--- src/sv/alu16f_pkg.sv ---
// ----------------------------------------------------------------------------
// alu16f_pkg
// Operation codes, widths and flag layout shared by the 16-bit ALU.
// ----------------------------------------------------------------------------
package alu16f_pkg;

  localparam int unsigned WordW = 16;
  localparam int unsigned FuncW = 5;

  // Operation codes, in the order the instruction set defines them.
  localparam logic [FuncW-1:0] OP_ADD   = 5'd0;
  localparam logic [FuncW-1:0] OP_ADDC  = 5'd1;
  localparam logic [FuncW-1:0] OP_AND   = 5'd2;
  localparam logic [FuncW-1:0] OP_BIC   = 5'd3;
  localparam logic [FuncW-1:0] OP_ASL   = 5'd4;
  localparam logic [FuncW-1:0] OP_ASR   = 5'd5;
  localparam logic [FuncW-1:0] OP_DECA  = 5'd6;
  localparam logic [FuncW-1:0] OP_INCA  = 5'd7;
  localparam logic [FuncW-1:0] OP_LSL   = 5'd8;
  localparam logic [FuncW-1:0] OP_LSR   = 5'd9;
  localparam logic [FuncW-1:0] OP_NAND  = 5'd10;
  localparam logic [FuncW-1:0] OP_NOR   = 5'd11;
  localparam logic [FuncW-1:0] OP_ONES  = 5'd12;
  localparam logic [FuncW-1:0] OP_OR    = 5'd13;
  localparam logic [FuncW-1:0] OP_ORN   = 5'd14;
  localparam logic [FuncW-1:0] OP_MOVA  = 5'd15;
  localparam logic [FuncW-1:0] OP_NOTA  = 5'd16;
  localparam logic [FuncW-1:0] OP_SUB   = 5'd17;
  localparam logic [FuncW-1:0] OP_SUBB  = 5'd18;
  localparam logic [FuncW-1:0] OP_XNOR  = 5'd19;
  localparam logic [FuncW-1:0] OP_XOR   = 5'd20;
  localparam logic [FuncW-1:0] OP_CLR   = 5'd21;
  localparam logic [FuncW-1:0] OP_LDI   = 5'd22;
  localparam logic [FuncW-1:0] OP_LCH   = 5'd23;
  localparam logic [FuncW-1:0] OP_LCL   = 5'd24;

  // Range of codes that change nothing.
  localparam logic [FuncW-1:0] OP_UNUSED_LO = 5'd25;
  localparam logic [FuncW-1:0] OP_UNUSED_HI = 5'd31;

  // Masks for the byte loads.
  localparam logic [WordW-1:0] LowByteMask  = 16'h00FF;
  localparam logic [WordW-1:0] HighByteMask = 16'hFF00;

  // How carry and overflow are formed for an operation.
  typedef enum logic [1:0] {
    KIND_LOGIC = 2'd0,
    KIND_ADD   = 2'd1,
    KIND_SUB   = 2'd2,
    KIND_SHIFT = 2'd3
  } op_kind_t;

  typedef struct packed {
    logic neg;
    logic zero;
    logic neg_or_zero;
    logic nonzero;
    logic carry;
    logic overflow;
  } flags_t;

endpackage

--- src/sv/alu_16bit_with_flags_core.sv ---
// ----------------------------------------------------------------------------
// alu_16bit_with_flags_core
// 16-bit ALU with a held result word and six status flags.
// ----------------------------------------------------------------------------
// The ALU accepts one item per clock cycle while in_stall is low and returns
// exactly one result item for each item it accepts. An item first lands in
// an input register; from there a single adder plus the logic and shift
// selection compute the new word and flags, which are written into the result
// register that also serves as the held ALU state. The result register lets a
// new item enter while a finished result still waits to be taken, so the input
// side only stalls when both registers are full and the output is stalled.
// Codes 0 to 24 update the word; the literal load and the two byte loads keep
// the previous flags; codes 25 to 31 change nothing and report the held word
// and flags again. Flags after reset are all clear and the held word is zero.
module alu_16bit_with_flags_core (
  input  logic        clk,
  input  logic        rst,
  input  logic        in_valid,
  output logic        in_stall,
  input  logic [15:0] operand_a,
  input  logic [15:0] operand_b,
  input  logic [4:0]  func,
  output logic        out_valid,
  input  logic        out_stall,
  output logic [15:0] result,
  output logic        flag_neg,
  output logic        flag_zero,
  output logic        flag_neg_or_zero,
  output logic        flag_nonzero,
  output logic        flag_carry,
  output logic        flag_overflow
);

  // Input register.
  logic                              s1_valid;
  logic [alu16f_pkg::WordW-1:0]      s1_a;
  logic [alu16f_pkg::WordW-1:0]      s1_b;
  logic [alu16f_pkg::FuncW-1:0]      s1_func;

  // Result register, which is also the held ALU state.
  logic [alu16f_pkg::WordW-1:0]      word;
  alu16f_pkg::flags_t                flags;

  logic                              advance;
  logic                              in_take;

  // The output register is free when empty or being drained this cycle.
  assign advance  = s1_valid && (!out_valid || !out_stall);
  assign in_take  = in_valid && !in_stall;
  assign in_stall = s1_valid && !advance;

  always_ff @(posedge clk) begin
    if (rst) begin
      s1_valid <= 1'b0;
    end else if (!in_stall) begin
      s1_valid <= in_valid;
    end
  end

  always_ff @(posedge clk) begin
    if (in_take) begin
      s1_a    <= operand_a;
      s1_b    <= operand_b;
      s1_func <= func;
    end
  end

  // Single adder shared by the add and subtract families. Subtraction adds
  // the inverted B operand; INCA and DECA add one or all ones to A.
  logic [alu16f_pkg::WordW-1:0] addend;
  logic                         cin;
  logic [alu16f_pkg::WordW-1:0] sum;

  logic [alu16f_pkg::WordW-1:0] r_next;
  alu16f_pkg::op_kind_t         kind;
  logic                         upd_word;
  logic                         upd_flags;
  alu16f_pkg::flags_t           flags_next;

  logic a15;
  logic a14;
  logic b15;
  logic r15;

  always_comb begin
    addend = s1_b;
    cin    = 1'b0;
    case (s1_func)
      alu16f_pkg::OP_ADDC: begin
        cin = 1'b1;
      end
      alu16f_pkg::OP_DECA: begin
        addend = '1;
      end
      alu16f_pkg::OP_INCA: begin
        addend = '0;
        cin    = 1'b1;
      end
      alu16f_pkg::OP_SUB: begin
        addend = ~s1_b;
        cin    = 1'b1;
      end
      alu16f_pkg::OP_SUBB: begin
        addend = ~s1_b;
      end
      default: begin
        addend = s1_b;
      end
    endcase
  end

  assign sum = s1_a + addend + {{(alu16f_pkg::WordW-1){1'b0}}, cin};

  always_comb begin
    r_next    = word;
    kind      = alu16f_pkg::KIND_LOGIC;
    upd_word  = 1'b1;
    upd_flags = 1'b1;
    case (s1_func)
      alu16f_pkg::OP_ADD, alu16f_pkg::OP_ADDC, alu16f_pkg::OP_INCA: begin
        r_next = sum;
        kind   = alu16f_pkg::KIND_ADD;
      end
      alu16f_pkg::OP_SUB, alu16f_pkg::OP_SUBB, alu16f_pkg::OP_DECA: begin
        r_next = sum;
        kind   = alu16f_pkg::KIND_SUB;
      end
      alu16f_pkg::OP_AND:        r_next = s1_a & s1_b;
      alu16f_pkg::OP_BIC:        r_next = ~s1_a & s1_b;
      alu16f_pkg::OP_ASL, alu16f_pkg::OP_LSL: begin
        r_next = {s1_a[alu16f_pkg::WordW-2:0], 1'b0};
        kind   = alu16f_pkg::KIND_SHIFT;
      end
      alu16f_pkg::OP_ASR: begin
        r_next = {s1_a[alu16f_pkg::WordW-1], s1_a[alu16f_pkg::WordW-1:1]};
      end
      alu16f_pkg::OP_LSR:        r_next = {1'b0, s1_a[alu16f_pkg::WordW-1:1]};
      alu16f_pkg::OP_NAND:       r_next = ~(s1_a & s1_b);
      alu16f_pkg::OP_NOR:        r_next = ~(s1_a | s1_b);
      alu16f_pkg::OP_ONES:       r_next = {{(alu16f_pkg::WordW-1){1'b0}}, 1'b1};
      alu16f_pkg::OP_OR:         r_next = s1_a | s1_b;
      alu16f_pkg::OP_ORN:        r_next = s1_a | ~s1_b;
      alu16f_pkg::OP_MOVA:       r_next = s1_a;
      alu16f_pkg::OP_NOTA:       r_next = ~s1_a;
      alu16f_pkg::OP_XNOR:       r_next = ~(s1_a ^ s1_b);
      alu16f_pkg::OP_XOR:        r_next = s1_a ^ s1_b;
      alu16f_pkg::OP_CLR:        r_next = '0;
      alu16f_pkg::OP_LDI: begin
        r_next    = s1_b;
        upd_flags = 1'b0;
      end
      alu16f_pkg::OP_LCH: begin
        r_next    = (s1_a & alu16f_pkg::LowByteMask) | {s1_b[7:0], 8'h00};
        upd_flags = 1'b0;
      end
      alu16f_pkg::OP_LCL: begin
        r_next    = (s1_a & alu16f_pkg::HighByteMask) | (s1_b & alu16f_pkg::LowByteMask);
        upd_flags = 1'b0;
      end
      default: begin
        // Unused codes leave the word and flags as they are.
        upd_word  = 1'b0;
        upd_flags = 1'b0;
      end
    endcase
  end

  assign a15 = s1_a[alu16f_pkg::WordW-1];
  assign a14 = s1_a[alu16f_pkg::WordW-2];
  assign b15 = s1_b[alu16f_pkg::WordW-1];
  assign r15 = r_next[alu16f_pkg::WordW-1];

  // Carry and overflow use the B operand as given, also for INCA and DECA.
  always_comb begin
    flags_next.neg         = r15;
    flags_next.zero        = (r_next == '0);
    flags_next.neg_or_zero = r15 || (r_next == '0);
    flags_next.nonzero     = (r_next != '0);
    flags_next.carry       = 1'b0;
    flags_next.overflow    = 1'b0;
    case (kind)
      alu16f_pkg::KIND_ADD: begin
        flags_next.carry    = (a15 & b15) | ((a15 | b15) & ~r15);
        flags_next.overflow = (a15 == b15) && (r15 != a15);
      end
      alu16f_pkg::KIND_SUB: begin
        flags_next.carry    = (a15 & b15) | ((a15 | b15) & ~r15);
        flags_next.overflow = (a15 != b15) && (r15 != a15);
      end
      alu16f_pkg::KIND_SHIFT: begin
        flags_next.carry    = a15;
        flags_next.overflow = (s1_func == alu16f_pkg::OP_ASL) && (a15 ^ a14);
      end
      default: begin
        flags_next.carry    = 1'b0;
        flags_next.overflow = 1'b0;
      end
    endcase
  end

  always_ff @(posedge clk) begin
    if (rst) begin
      out_valid <= 1'b0;
      word      <= '0;
      flags     <= '0;
    end else begin
      if (advance) begin
        out_valid <= 1'b1;
        if (upd_word) begin
          word <= r_next;
        end
        if (upd_flags) begin
          flags <= flags_next;
        end
      end else if (!out_stall) begin
        out_valid <= 1'b0;
      end
    end
  end

  assign result           = word;
  assign flag_neg         = flags.neg;
  assign flag_zero        = flags.zero;
  assign flag_neg_or_zero = flags.neg_or_zero;
  assign flag_nonzero     = flags.nonzero;
  assign flag_carry       = flags.carry;
  assign flag_overflow    = flags.overflow;

`ifndef SYNTH
  // An accepted item always lands in the input register.
  a_take_lands: assert property (@(posedge clk) disable iff (rst)
    in_take |=> s1_valid)
    else $error("accepted item did not reach the input register");

  // A held item moves on when the output register is empty.
  a_fill_out: assert property (@(posedge clk) disable iff (rst)
    s1_valid && !out_valid |=> out_valid)
    else $error("output register not filled from a waiting item");

  // Unused codes leave the held word untouched.
  a_unused_holds: assert property (@(posedge clk) disable iff (rst)
    advance && (s1_func > alu16f_pkg::OP_LCL) |=> $stable(result))
    else $error("unused code changed the result word");

  // The negative-or-zero flag is always formed from the other two.
  a_nz_consistent: assert property (@(posedge clk) disable iff (rst)
    out_valid |-> flag_neg_or_zero == (flag_neg || flag_zero))
    else $error("negative-or-zero flag inconsistent");
`endif

endmodule
--- config.mk ---
export PLATFORM = sky130hd
export DESIGN_NAME = alu_16bit_with_flags_core
export DESIGN_NICKNAME = d
export VERILOG_FILES = /design/src/sv/alu16f_pkg.sv /design/src/sv/alu_16bit_with_flags_core.sv
export SDC_FILE = /design/constraint.sdc
export NUM_CORES = 1
export LEC_CHECK = 0
export ABC_AREA = 1
export CORE_ASPECT_RATIO = 1.4
export CORE_MARGIN = 4
export CORE_UTILIZATION = 50
export DETAILED_ROUTE_END_ITERATION = 8
export DONT_BUFFER_PORTS = 1
export GPL_ROUTABILITY_DRIVEN = 0
export SLEW_MARGIN = 5
export SYNTH_ARGS = -nofsm -noshare
export SYNTH_HDL_FRONTEND = slang
export SYNTH_SLANG_ARGS = --single-unit
--- constraint.sdc ---
create_clock -name clk -period 3.84 [get_ports clk]
set_clock_uncertainty 0.2 [all_clocks]
set_input_delay 0.192 -clock clk [delete_from_list [all_inputs] [get_ports clk]]
set_output_delay 0.192 -clock clk [all_outputs]
set_load 0.02 [all_outputs]
==> run metrics <==
count leader, synth=nand2_1; GR Overflow Total=0; Max Fclk=279.4 MHz; status=finished, final reports clean; Global Route met2 Usage=48.21%; DR WL/cell=17.24 µm; fin nets=around 1100; vias per cell=5.542; Clock Tree Root=clkbuf_16; share of post-route cells with drive strength above 1=7.882%; Post-Syn Area per Cell=6.299 µm²; CTS tree=yes; period utilization=between 90 and 100%; via count=approximately 6400; Top cell by count, worst path=nand2_1; Filler Cell Count=1135; critical path launch point type=register; DP HPWL=15.40 mm; first-pass GRT wire length=31.19 mm; met3 GRT Util=3.926%; Worst EP arrival=roughly 3600 ps; Synth area leaders=edfxtp_1 18%, nand2_1 18%, ha_1 14%, nor2_1 8.4%, o21ai_0 8.2%; Total Wirelength=20.03 mm; PwrDens=321.8 nW/µm²; FF+latch count, synth=61; Ys Warns=0; CTS buffer count=9; area delta synth->final=17.04%; Layout Utilization=59.75%; all-layer global routing usage=29.45%; Die Wd=100.9 µm; gr busiest metal=met2; fin area=7063 µm²; slowest CP cell=edfxtp_1; CP cell instances=buf_4, nor2_4, nor2_2, nand2_2, inv_1, a21oi_1, o21ai_1, fa_2, fa_2, nand3_1, nand2_1, nand3_1, nand2_1, nand2_1, nand3_1, nand3_1, nand3_1, nand2_1, nand2_1, nor2_1, nand3_2, nand2_1, a21oi_1; Pre-Repair DR Iteration Count=6; # port buffers=0; P_leak=3.440 nW; setup_tns=0 ps; Max-cap violations=0; FP Rows=47; max-slew violation count=0; final hold viol count=0; CP bufs+invs=2; hold_ws=roughly 270 ps; Die ar.=13920 µm²; H-tree level count=3; EDFF count, synth=37; worst setup path category=reg -> reg; Post-synth top cells=286 x nand2_1, 135 x nor2_1, 117 x inv_1; GR Util met1=36.86%; core area=11820 µm²; later-pin clock latency in the skew report=350 ps; async set or reset register ratio after synthesis=0%; worst hold path class=in -> reg; DR iter-0 viols=544; Yosys cell types=40; Clock Tree Buf Depth=2; Final Critical Period=3579 ps; required time of the critical path=around 3900 ps; r2r setup slk=~260 ps; Cell Area, Synth=6035 µm²; Placement Cell Area=6208 µm²; cells after synthesis=roughly 960; Die H=approximately 140 µm; dpl cells=1095; post-synth top area cell=edfxtp_1; critical path's top delay family=simple AND/OR/NAND/NOR gates; DRC viols=0; post-synthesis sequential area ratio=26.37%; initial antenna violation count=0; final setup vio count=0; vias in the first global route=6057; Post-Syn Nets=between 1000 and 1500; non-filler instance count after layout=1162; clk slew on worst S/H paths=about 60 ps; # diodes=0; clk sinks=around 60; post-synth top area share=18.41%; VDD IR max=0.2163 mV; Initial Util=approximately 51%; largest net degree at the start of global routing=38; worst-path fanout max=5; Worst Max-Slew Pin Slew=750.3 ps; crit end category=register; Slew HR=around half; ANT nets after route=0; Top FF cell, synth=edfxtp_1; IO Count=65; Critical Path Max Stage Delay=440 ps
[path summary, 6_finish.rpt]
kind,startpoint,to,depth (start not counted)
worst max-delay path,s1_func[0],flag_nonzero,23
worst min-delay path,func[1],s1_func[1],1
worst max register to register,s1_func[0],flag_nonzero,23
worst min register to register,s1_valid,out_valid,2
[stage by stage]
step	power, mW	worst slack (ps)
floorplan	1.200	304.3
global route	2.391	-8.237
CTS	2.253	130.4
detailed placement	1.346	155.5
global placement	1.335	260.6
finish	2.273	260.6
[routing by layer]
metal / vias to the layer above / part of all wire [%]
li1: 3197 / -
met1: 2845 / 40
met2: 318 / 46
met3: 80 / 8.1
met4: 0 / 5.8
met5: - / 0
[registers in the layout, summed over array words and instances, names as in the netlist, 5 cells and up]
| signal | count |
|---|---|
| s1_func | 5 |
| s1_a | 16 |
| result | 16 |
| s1_b | 16 |
[repair_timing]
| action | in CTS | in global routing |
|---|---|---|
| hold endpoints to repair | 60 | 0 |
| setup endpoints to repair | 0 | 5 |
| gates resized for setup | 0 | 19 |
| buffers inserted | 0 | 11 |
| hold buffers | 40 | 0 |
[layout make-up]
type	instances	area, µm²	area share, %
clock buffers	10	250.2	3.543
clock inverters	6	67.56	0.9566
inverters	128	480.5	6.802
multi-input cells	748	3920	55.50
flip-flops and latches	61	1592	22.53
well taps	147	183.9	2.604
repair buffers	62	569.3	8.060
[report_power, final]
group	leakage [nW]	internal [mW]	switching [mW]
sequential	0.558	0.741	0.0686
clock	0.159	0.545	0.327
combinational	2.72	0.215	0.377
total	3.44	1.50	0.772
[kinds of logic (layout without fill, tap and decap cells)]
group / Yosys count / count (layout) / share of synthesized area, %
flops: 61 / 61 / 26.37
xor+xnor: 2 / 2 / 0.2903
simple gates: 509 / 509 / 34.48
buf+inv: 149 / 206 / 9.600
compound gates: 169 / 169 / 14.91
fa+ha+maj: 68 / 68 / 14.35
[cells in the final DEF, fill, tap and decap left out, types with 6 or more instances in the layout]
cell type and count:
nand2_1 283, nor2_1 131, inv_1 117, o21ai_0 96, ha_1 66, nand3_1 48
a21oi_1 42, dlygate4sd3_1 40, edfxtp_1 37, dfxtp_1 24, buf_4 21, inv_2 10
clkbuf_16 10, nand2_2 9, nand4_1 8, nor3_1 7, a31oi_1 7, o21ai_1 6
nor2_2 6
(Power assumes the default switching activity.)
